==> src/slru_pkg.sv <==
`timescale 1ns / 1ps
// ----------------------------------------------------------------------------
// slru_pkg
// Shared types and codes for the segmented LRU tag and recency manager.
// ----------------------------------------------------------------------------
package slru_pkg;

  localparam int unsigned ENTRIES_DEF  = 64;
  localparam int unsigned KEY_BITS_DEF = 48;
  localparam int unsigned FIELD_KEY_W  = 48;
  localparam int unsigned CAP_W        = 6;

  localparam logic [CAP_W-1:0] CAP_RESET = 6'd32;
  localparam logic             WB_RESET  = 1'b1;

  // configuration register indexes
  localparam logic CFG_PROT_CAP = 1'b0;
  localparam logic CFG_WB_EN    = 1'b1;

  // request actions
  localparam logic [1:0] ACT_ACCESS = 2'd0;
  localparam logic [1:0] ACT_FILL   = 2'd1;
  localparam logic [1:0] ACT_REMOVE = 2'd2;
  localparam logic [1:0] ACT_NONE   = 2'd3;

  // result status codes
  localparam logic [2:0] ST_HIT        = 3'd0;
  localparam logic [2:0] ST_MISS       = 3'd1;
  localparam logic [2:0] ST_FILL_FREE  = 3'd2;
  localparam logic [2:0] ST_FILL_REPL  = 3'd3;
  localparam logic [2:0] ST_FILL_FAIL  = 3'd4;
  localparam logic [2:0] ST_REMOVED    = 3'd5;
  localparam logic [2:0] ST_REM_MISS   = 3'd6;
  localparam logic [2:0] ST_KEY_THERE  = 3'd7;

  // command broadcast to every cell
  typedef enum logic [2:0] {
    CMD_NOP,
    CMD_UNLINK,
    CMD_PUSH,
    CMD_WRITE,
    CMD_CLEAR
  } cmd_op_e;

  typedef struct packed {
    cmd_op_e op;
    logic    seg;
    logic    dirty;
  } cmd_t;

  // priority chain carried cell to cell
  typedef struct packed {
    logic key_seen;
    logic free_seen;
    logic rank_seen;
  } chain_t;

  typedef enum logic [3:0] {
    S_IDLE,
    S_LOOK,
    S_HUNLINK,
    S_DFIND,
    S_DUNLINK,
    S_DPUSH,
    S_HPUSH,
    S_FWRITE,
    S_FPUSH,
    S_VFIND,
    S_VUNLINK,
    S_RUNLINK,
    S_RCLEAR,
    S_DONE
  } state_e;

endpackage

==> src/slru_cell.sv <==
`timescale 1ns / 1ps
// ----------------------------------------------------------------------------
// slru_cell
// One cache slot: tag, valid, modified, segment and rank, with match logic
// and a link in the first-match priority chains.
// ----------------------------------------------------------------------------
module slru_cell #(
  parameter int unsigned KEY_BITS = slru_pkg::KEY_BITS_DEF,
  parameter int unsigned RW       = 6
) (
  input  logic                 clk_i,
  input  logic                 rst_ni,
  input  logic                 sel_i,
  input  slru_pkg::cmd_t       cmd_i,
  input  logic [RW-1:0]        cmd_rec_i,
  input  logic [KEY_BITS-1:0]  key_i,
  input  slru_pkg::chain_t     chain_i,
  output slru_pkg::chain_t     chain_o,
  output logic                 key_hit_o,
  output logic                 free_hit_o,
  output logic                 rank_hit_o,
  output logic [KEY_BITS-1:0]  tag_o,
  output logic [RW-1:0]        rec_o,
  output logic                 seg_o,
  output logic                 mod_o
);

  logic                valid_q, valid_d;
  logic                mod_q, mod_d;
  logic                seg_q, seg_d;
  logic [RW-1:0]       rec_q, rec_d;
  logic [KEY_BITS-1:0] tag_q, tag_d;
  logic                key_raw, rank_raw, same_seg;

  assign same_seg = valid_q && (seg_q == cmd_i.seg);
  assign key_raw  = valid_q && (tag_q == key_i);
  assign rank_raw = same_seg && (rec_q == cmd_rec_i);

  assign key_hit_o  = key_raw && !chain_i.key_seen;
  assign free_hit_o = !valid_q && !chain_i.free_seen;
  assign rank_hit_o = rank_raw && !chain_i.rank_seen;

  assign chain_o.key_seen  = chain_i.key_seen | key_raw;
  assign chain_o.free_seen = chain_i.free_seen | !valid_q;
  assign chain_o.rank_seen = chain_i.rank_seen | rank_raw;

  assign tag_o = tag_q;
  assign rec_o = rec_q;
  assign seg_o = seg_q;
  assign mod_o = mod_q;

  always_comb begin
    valid_d = valid_q;
    mod_d   = mod_q;
    seg_d   = seg_q;
    rec_d   = rec_q;
    tag_d   = tag_q;
    case (cmd_i.op)
      slru_pkg::CMD_UNLINK: begin
        if (!sel_i && same_seg && (rec_q > cmd_rec_i)) begin
          rec_d = rec_q - RW'(1);
        end
      end
      slru_pkg::CMD_PUSH: begin
        if (sel_i) begin
          seg_d = cmd_i.seg;
          rec_d = '0;
        end else if (same_seg) begin
          rec_d = rec_q + RW'(1);
        end
      end
      slru_pkg::CMD_WRITE: begin
        if (sel_i) begin
          valid_d = 1'b1;
          tag_d   = key_i;
          mod_d   = cmd_i.dirty;
        end
      end
      slru_pkg::CMD_CLEAR: begin
        if (sel_i) begin
          valid_d = 1'b0;
          mod_d   = 1'b0;
          seg_d   = 1'b0;
        end
      end
      default: begin
      end
    endcase
  end

  always_ff @(posedge clk_i or negedge rst_ni) begin
    if (!rst_ni) begin
      valid_q <= 1'b0;
      mod_q   <= 1'b0;
      seg_q   <= 1'b0;
    end else begin
      valid_q <= valid_d;
      mod_q   <= mod_d;
      seg_q   <= seg_d;
    end
  end

  always_ff @(posedge clk_i) begin
    rec_q <= rec_d;
    tag_q <= tag_d;
  end

endmodule
==> config.mk <==
export PLATFORM = sky130hd
export DESIGN_NAME = slru_cell
export DESIGN_NICKNAME = d
export VERILOG_FILES = /design/src/slru_pkg.sv /design/src/slru_cell.sv
export SDC_FILE = /design/constraint.sdc
export NUM_CORES = 1
export LEC_CHECK = 0
export BUFFER_PORTS_ARGS = -buffer_cell sky130_fd_sc_hd__buf_2
export CORE_MARGIN = 2
export CORE_UTILIZATION = 42
export CTS_BUF_LIST = sky130_fd_sc_hd__clkbuf_16
export CTS_CLUSTER_SIZE = 20
export DETAILED_ROUTE_END_ITERATION = 10
export PLACE_DENSITY = 0.8
export REMOVE_ABC_BUFFERS = 1
export SYNTH_ARGS = -nofsm -noshare
export SYNTH_HDL_FRONTEND = slang
export SYNTH_SLANG_ARGS = --single-unit
export TNS_END_PERCENT = 5
==> constraint.sdc <==
create_clock -name clk_i -period 4.7 [get_ports clk_i]
set_input_delay 0.94 -clock clk_i [delete_from_list [all_inputs] [get_ports clk_i]]
set_output_delay 0.94 -clock clk_i [all_outputs]
set_load 0.01 [all_outputs]
==> results_dict.tcl, run 1 <==
set metrics [dict create \
    status "finished, final reports clean" \
    critical_path_class "in -> out" \
    overflow 0 \
    fin_skew_ps 3.186 \
    antenna_found_initial 0 \
    synthCells 218 \
    max_slew_margin 0.3585 \
    ir_drop_uv 236.8 \
    grt_use_total 0.1740 \
    dp_hpwl_um 5037 \
    synth.distinct_cells 37 \
    ant_nets 0 \
    dr.pass1.iters 5 \
    die_x_um 85.67 \
    wl_per_cell_um 14.95 \
    setup-violations-final 0 \
    fin_crit_ps 3270 \
    root_buffer "clkbuf_16" \
    maxSlewViolCount 0 \
    worstPathMaxFanout 2 \
    worstPathArrival_ps 2330 \
    fin_nets 424 \
    clock-sinks 57 \
    netlist_area_um2 2801 \
    grt_setup_unrepaired "no" \
    holdWs_ps 415.7 \
    maxCapViolations 0 \
    drtIter0Drc 76 \
    hold_viol 0 \
    synth_top_area_frac 0.5788 \
    fp.dieH_um 85.67 \
    place.gp.congestion 0.7725 \
    fin_crit_sh 0.6957 \
    drc 0 \
    syn_area_per_cell_um2 12.85 \
    postPlaceCellArea_um2 3510 \
    io_pins 127 \
    htreeDepth 3 \
    io_buffers 126 \
    grt_pass1_vias 2071 \
    netlist_top_cells_area "edfxtp_1 58%, xnor2_1 11%, xor2_1 5.6%" \
    cellPowerDensity_nw_per_um2 338.3 \
    tightest_slew_ps 956.5 \
    cts_hold_buffers 0 \
    synth-seq-area-share 0.6056 \
    worst_setup_path_end_kind "output pin" \
    yosys_warnings 0 \
    power_uw 1269 \
    die_area_um2 7339 \
    setup_tns_ps 0 \
    vias_per_cell 5.091 \
    core-area_um2 6386 \
    n_antenna_cell 0 \
    setup_slack_ps 1430 \
    vias 2189 \
    routed_wl_um 6430 \
    ctsResizeCount 0 \
    place_ws_ps 1438 \
    synth_area_leader_cell "edfxtp_1" \
    start_util 0.4387 \
    path_clk_slew_ps 40 \
    rows 29 \
    area_delta_synth_final_pct 33.90 \
    post-cts-setup-buffer-count 0 \
    cts_inserted_buffers 9 \
    tritoncts "yes" \
    final_area_um2 3751 \
    grt_pass1_wl_um 9811 \
    drive_gt1_frac 0.3909 \
    power.leakage_uw 0.001568 \
    worstSetupStartpointType "primary input" \
    grt_max_degree 50 \
    clk_latency_ps 310 \
    worstHoldPathType "in -> async" \
    fmax_ghz 0.3058 \
    clockBufferDepth 2 \
    crit_required_ps 3760 \
    synth_seq_cells 57 \
]
[metal layers]
| layer | part of all wire | up-vias | wire (um) | global-route usage |
|---|---|---|---|---|
| li1 | - | 1060 | - | - |
| met1 | 0.42 | 1008 | 2673 | 0.2137 |
| met2 | 0.48 | 110 | 3092 | 0.2891 |
| met3 | 0.085 | 11 | 548 | 0.04235 |
| met4 | 0.018 | 0 | 116 | 0.08225 |
| met5 | 0 | - | 0 | 0 |
[power breakdown]
group / switching [uW] / internal [uW] / total, uW
clock: 188 / 338 / 526
combinational: 74.0 / 71.4 / 145
sequential: 17.1 / 581 / 598
total: 279 / 990 / 1270
[cells in the mapped netlist, drive strengths merged]
cell and number:
a211oi 1, a21o 2, a21oi 9, a221o 1
a31oi 1, a32oi 1, and2 1, and4 1
buf 3, clkbuf 2, dfrtp 3, edfxtp 54
ha 8, inv 12, nand2 10, nand2b 4
nand3 3, nand4 9, nor2 14, nor2b 1
nor3 3, nor3b 1, nor4 4, nor4b 3
o21ai 4, o21bai 1, o22a 1, o22ai 5
o2bb2ai 1, o31ai 1, or2 1, or3b 1
xnor2 34, xor2 18
[metrics by stage]
stage / instances / util
after floorplan: 213 / -
after global placement: 417 / 0.5496
after detailed placement: 417 / 0.5496
after CTS: 430 / 0.5874
after global routing: 430 / 0.5874
final: 430 / 0.5874
[worst max-delay path, stage by stage]
cell      delay (ps)
buf_2            120
xnor2_1          170
nand4_1          120
nor4_1           410
nand4_1          230
o21bai_1         200
buf_2            150
[cells by family after synthesis]
kind of cell	share of synthesized area
AO/OA/AOI/OAI	0.06298
flip-flops	0.6056
AND/OR/NAND/NOR	0.1059
XOR/XNOR	0.1626
adder cells (fa/ha/maj)	0.03573
buffers and inverters	0.02724
[worst paths after layout]
check	start	to	slack, ps	cells past startpoint
setup / recovery	key_i[0]	chain_o[2]	1430	7
hold / removal	rst_ni	seg_o$_DFFE_PN0P_	420	1
setup reg to reg	rec_o[3]$_DFFE_PP_	rec_o[4]$_DFFE_PP_	2080	6
hold reg to reg	mod_o$_DFFE_PN0P_	mod_o$_DFFE_PN0P_	560	2
max in group asynchronous	rst_ni	mod_o$_DFFE_PN0P_	4180	1
min in group clk_i	mod_o$_DFFE_PN0P_	mod_o$_DFFE_PN0P_	560	2
[registers in the layout (all words and copies together), names as in the netlist]
register and cells:
rec_o 6, seg_o 1, mod_o 1, tag_o 48
valid_q 1
[layout by cell type (no fill, tap or decap)]
cell       instances
a21oi_1            9
o22ai_1            5
ha_1               8
o22a_1             1
and4_1             1
nor3b_2            1
o21ai_0            2
o31ai_1            1
xnor2_1           34
nand2_1           10
nor4b_1            3
or2_1              1
buf_4              1
nor4_1             4
a31oi_1            1
a211oi_1           1
nand3_1            3
nand2b_1           4
o2bb2ai_1          1
nand4_1            9
clkinv_1           1
o21bai_1           1
clkbuf_16          9
dfrtp_1            3
o21ai_1            2
or3b_1             1
buf_2            126
inv_1             14
a21o_1             2
nor2b_1            1
nor2_1            14
clkinv_2           1
a221o_1            1
nor3_1             3
a32oi_1            1
edfxtp_1          54
and2_1             1
xor2_1            18
[layout make-up]
cell class / count / area, um2
multi-input cells: 144 / 1033
clock inverters: 4 / 16.27
clock buffers: 9 / 225.2
well taps: 77 / 96.34
repair buffers: 127 / 638.1
fillers: 513 / 2635
flip-flops and latches: 57 / 1697
inverters: 12 / 45.04
No activity file was read; power rests on OpenSTA's default activity.
==> run 2: changes to the inputs <==
--- a/config.mk
+++ b/config.mk
@@ -11,7 +11,7 @@
 export CTS_BUF_LIST = sky130_fd_sc_hd__clkbuf_16
 export CTS_CLUSTER_SIZE = 20
 export DETAILED_ROUTE_END_ITERATION = 10
-export PLACE_DENSITY = 0.8
+export PLACE_DENSITY = 0.83
 export REMOVE_ABC_BUFFERS = 1
 export SYNTH_ARGS = -nofsm -noshare
 export SYNTH_HDL_FRONTEND = slang
==> constraint.sdc (replaced) <==
create_clock -name clk_i -period 2.6 [get_ports clk_i]
set_input_delay 0.52 -clock clk_i [delete_from_list [all_inputs] [get_ports clk_i]]
set_output_delay 0.52 -clock clk_i [all_outputs]
set_load 0.01 [all_outputs]
==> run 2 against run 1 <==
Sequential cell count unchanged. Sequential power increased by 81%. Worst setup slack worse by 1200 ps.
==> results_dict.tcl, run 2 (synthesis gave the netlist of run 1 again) <==
set metrics [dict create \
    root_buffer "clkbuf_16" \
    grt_max_degree 50 \
    place.gp.congestion 0.8761 \
    tritoncts "yes" \
    antenna_found_initial 0 \
    worstPathArrival_ps 1900 \
    worst_setup_path_end_kind "output pin" \
    vias 2219 \
    overflow 0 \
    ff2ff_path_depth 8 \
    dr.pass1.iters 5 \
    combPwrFrac 0.103 \
    cellPowerDensity_nw_per_um2 679.0 \
    cts_inserted_buffers 9 \
    core-area_um2 6386 \
    maxSlewViolCount 0 \
    crit_required_ps 2080 \
    grt_pass1_vias 2104 \
    clk_latency_ps 310 \
    io_buffers 126 \
    drc 0 \
    die_x_um 85.67 \
    routed_wl_um 6314 \
    grt_setup_unrepaired "no" \
    final_cell_mix "126 x buf_2, 54 x edfxtp_1, 34 x xnor2_1, 18 x xor2_1, 14 x nor2_1" \
    clock-sinks 57 \
    fmax_ghz 0.4138 \
    largest_reg_flops 48 \
    ant_nets 0 \
    final_common_cell "buf_2" \
    final_cells 437 \
    drive_gt1_frac 0.4056 \
    drtIter0Drc 78 \
    path_clk_slew_ps 50 \
    fin_nets 428 \
    grt_pass1_wl_um 9956 \
    htreeDepth 3 \
    fin_crit_sh 0.9294 \
    max_slew_margin 0.7738 \
    io_pins 127 \
    area_delta_synth_final_pct 39.08 \
    worstSetupStartpointType "register" \
    worstHoldPathType "in -> reg" \
    power_frac_clock 0.491 \
    setup-violations-final 0 \
    vias_per_cell 5.078 \
    start_util 0.4387 \
    hold_viol 0 \
    reg2reg_from "rec_o[0]$_DFFE_PP_" \
    swShare 0.2036 \
    worstPathMaxFanout 2 \
    clockBufferDepth 2 \
    dp.cells 420 \
    dp_hpwl_um 4974 \
    critPathLaunch "tag_o[32]$_DFFE_PP_" \
    ir_drop_uv 450.5 \
    tightest_slew_ps 334.6 \
    fin_skew_ps 3.301 \
    min_delay_path_depth 1 \
    crit_path_end "key_hit_o" \
    fillers 521 \
    rows 29 \
    critical_path_class "reg -> out" \
    hp-start "key_i[28]" \
    holdWs_ps 405.7 \
    fp.dieH_um 85.67 \
    maxCapViolations 0 \
    die_area_um2 7339 \
    post-cts-setup-buffer-count 0 \
    worstReg2RegEnd "rec_o[1]$_DFFE_PP_" \
    power.leakage_uw 0.001627 \
    power_uw 2646 \
    internal_power_uw 2107 \
    grt_use_total 0.1769 \
    status "finished, final reports clean" \
    switchingPower_uw 538.7 \
    n_antenna_cell 0 \
    final_util 0.6101 \
    wl_per_cell_um 14.45 \
    seq_power_share 0.407 \
    r2r_slack_ps 490 \
    fin_crit_ps 2416 \
]
[run 2: changes by cell type in the layout (fill, tap and decap cells not counted), sizes merged]
cell | previous run | this run
bufinv | 0 | 3
buf | 127 | 130
dlygate4sd3 | 0 | 1
inv | 14 | 13
clkinvlp | 0 | 1
[run 2: how the worst min path moves through the flow]
| stage | endpoint |
|---|---|
| after floorplan | mod_o$_DFFE_PN0P_ |
| after global placement | seg_o$_DFFE_PN0P_ |
| after detailed placement | seg_o$_DFFE_PN0P_ |
| after CTS | tag_o[28]$_DFFE_PP_ |
| after global routing | tag_o[18]$_DFFE_PP_ |
| final | tag_o[28]$_DFFE_PP_ |
[run 2: area by class of cell]
type	instances	area, um2	share of cell area
timing repair buffer	131	683.2	0.1753
clock buffer	9	225.2	0.05780
clock inverter	7	110.1	0.02826
multi-input combinational	144	1040	0.2669
inverter	12	45.04	0.01156
sequential	57	1697	0.4355
tap	77	96.34	0.02473
[run 2: per-layer routing]
metal / GRT usage / part of all wire
met3: 0.06064 / 0.093
met5: 0 / 0
met1: 0.2176 / 0.42
met2: 0.2855 / 0.47
met4: 0.07359 / 0.013
[run 2: power groups by stage]
| stage | Combinational, uW | Sequential [uW] | Clock, uW |
|---|---|---|---|
| floorplan | 117 | 1110 | 0 |
| global placement | 262 | 1090 | 0 |
| detailed placement | 273 | 1090 | 0 |
| CTS | 274 | 1080 | 1330 |
| global route | 302 | 1080 | 1380 |
| finish | 271 | 1080 | 1300 |
[run 2: stage by stage]
stage / worst slack (ps) / TNS (ps) / area, um2
final: 183.7 / 0 / 3896
after global routing: 4.768 / 0 / 3896
after CTS: 81.63 / 0 / 3890
after detailed placement: 197.3 / 0 / 3545
after global placement: 237.0 / 0 / 3545
after floorplan: -2087 / -102040 / 2770
[run 2: critical path, cell delays in order (launching register included)]
cell and delay [ps]:
edfxtp_1 410, xnor2_1 180, nand4_1 140, nor4_2 340
nand4_1 200, nor3_1 160, buf_2 150
[run 2: timing repair]
| action | 4_1_cts | 5_1_grt |
|---|---|---|
| endpoints found under the setup margin | 0 | 2 |
| hold endpoints to repair | 3 | 0 |
| resized for setup | 0 | 1 |
| hold buffers | 1 | 0 |
==> run 3: changes to the inputs <==
==> constraint.sdc (replaced) <==
create_clock -name clk_i -period 2.2 [get_ports clk_i]
set_input_delay 0.44 -clock clk_i [delete_from_list [all_inputs] [get_ports clk_i]]
set_output_delay 0.44 -clock clk_i [all_outputs]
set_load 0.01 [all_outputs]
==> run 3 against run 2 <==
The flow now finishes with violations (setup timing). Via count is 0.36% higher. Critical endpoint is now chain_o[2]. Highest routed layer unchanged. Critical path depth is 1 higher. Wire length is 3.1% higher. Count of clock-buffer cells in the layout stayed put. Core utilization hardly changed. Hold slack worse by 81 ps. Worst setup slack worse by 400 ps. Die area stayed put. Global-route usage is 0.55 points higher. Total power is 8.7% higher.
==> results_dict.tcl, run 3 (synthesis gave the netlist of run 1 again) <==
set metrics [dict create \
    status "finished, violations left" \
    violations "setup timing" \
    io_buffers 126 \
    final_area_um2 3897 \
    final_util 0.6103 \
    wl_per_cell_um 14.72 \
    maxCapViolations 0 \
    hold_viol 0 \
    drive_gt1_frac 0.4137 \
    worstHoldPathType "in -> reg" \
    fp.dieH_um 85.67 \
    ir_drop_uv 643.4 \
    setup-violations-final 2 \
    core-area_um2 6386 \
    worst_setup_path_end_kind "output pin" \
    worstPathMaxFanout 2 \
    post-cts-setup-buffer-count 0 \
    root_buffer "clkbuf_16" \
    tritoncts "yes" \
    cts_inserted_buffers 9 \
    grt_pass1_wl_um 10140 \
    crit_required_ps 1760 \
    r2r_slack_ps 200 \
    fin_nets 433 \
    tightest_slew_ps 324.8 \
    fin_skew_ps 3.112 \
    grt_setup_unrepaired "yes" \
    grt_max_degree 50 \
    overflow 0 \
    critical_path_class "reg -> out" \
    die_x_um 85.67 \
    clk_latency_ps 320 \
    antenna_found_initial 1 \
    maxSlewViolCount 0 \
    io_pins 127 \
    postPlaceCellArea_um2 3582 \
    fmax_ghz 0.4144 \
    grt_use_total 0.1824 \
    vias_per_cell 5.038 \
    drtIter0Drc 66 \
    dr.pass1.iters 4 \
    routed_wl_um 6507 \
    final_cell_mix "126 x buf_2, 54 x edfxtp_1, 34 x xnor2_1, 18 x xor2_1, 14 x inv_1" \
    largest_reg_flops 48 \
    setup_slack_ps -213.1 \
    fin_crit_sh 1.097 \
    n_antenna_cell 0 \
    clockBufferDepth 2 \
    power.leakage_uw 0.001632 \
    rows 29 \
    worstSetupStartpointType "register" \
    cellPowerDensity_nw_per_um2 738.0 \
    final_common_cell "buf_2" \
    fin_crit_ps 2413 \
    die_area_um2 7339 \
    path_clk_slew_ps 50 \
    place.gp.congestion 0.8489 \
    ant_nets 0 \
    area_delta_synth_final_pct 39.12 \
    start_util 0.4387 \
    drc 0 \
    dp_hpwl_um 5128 \
    grt_pass1_vias 2103 \
    clock-sinks 57 \
    max_slew_margin 0.7804 \
    vias 2227 \
    htreeDepth 3 \
    worstPathArrival_ps 1970 \
]
-- run 3: changes by cell type in the layout (fill, tap and decap cells not counted) --
cell	change
bufinv_16	-2
clkinv_1	+2
nor3_2	+1
ha_1	-1
inv_1	+1
buf_4	+5
nor2_1	-1
ha_4	+1
clkinvlp_4	-1
nor2_2	+1
nor3_1	-1
-- run 3: final cells by class --
class	instances	area, um2
repair buffers	136	720.7
fillers	497	2489
clock inverters	7	53.80
flip-flops and latches	57	1697
clock buffers	9	225.2
well taps	77	96.34
multi-input cells	144	1060
inverters	12	45.04
-- run 3: worst max-delay path, cell delays in order, from the launching register on --
cell and delay [ps]:
edfxtp_1 400, xnor2_1 170, nand4_1 140, nor4_2 310, buf_4 150, nand4_1 150
o21bai_1 170, buf_2 150
-- run 3: final timing paths --
path                                    start            endpoint  cells past startpoint
max                        tag_o[0]$_DFFE_PP_          chain_o[2]                      7
min                                  key_i[0]  tag_o[0]$_DFFE_PP_                      1
min in group asynchronous              rst_ni   seg_o$_DFFE_PN0P_                      2
min reg2reg                 mod_o$_DFFE_PN0P_   mod_o$_DFFE_PN0P_                      2
max reg2reg                rec_o[3]$_DFFE_PP_  rec_o[3]$_DFFE_PP_                      7
max in group asynchronous              rst_ni   mod_o$_DFFE_PN0P_                      2
-- run 3: metrics by stage --
step                power [uW]  TNS, ps  std cells  worst slack, ps  hold WS (ps)
floorplan                 1450  -118420        213            -2407         144.4
global placement          1607        0        425            12.94         239.1
detailed placement        1618   -39.45        425           -38.70         240.4
CTS                       2906   -419.1        442           -228.4         309.3
global route              3008   -712.5        442           -372.3         309.1
finish                    2876   -402.1        442           -213.1         324.6
-- run 3: power by group --
group | internal [uW] | switching (uW)
logic | 163 | 169
clock network | 850 | 425
registers | 1240 | 30.1
-- run 3: timing repair --
item	4_1_cts	5_1_grt
pin swaps	2	2
endpoints found under the hold margin	3	0
hold buffers	1	0
cloned	0	0
gates resized for setup	1	3
setup endpoints to repair	2	4
-- run 3: metal layers --
| layer | global-route usage | up-vias | routed length, um |
|---|---|---|---|
| li1 | - | 1077 | - |
| met1 | 0.2232 | 1029 | 2728 |
| met2 | 0.2926 | 110 | 3008 |
| met3 | 0.06352 | 11 | 626 |
| met4 | 0.08081 | 0 | 143 |
| met5 | 0 | - | 0 |
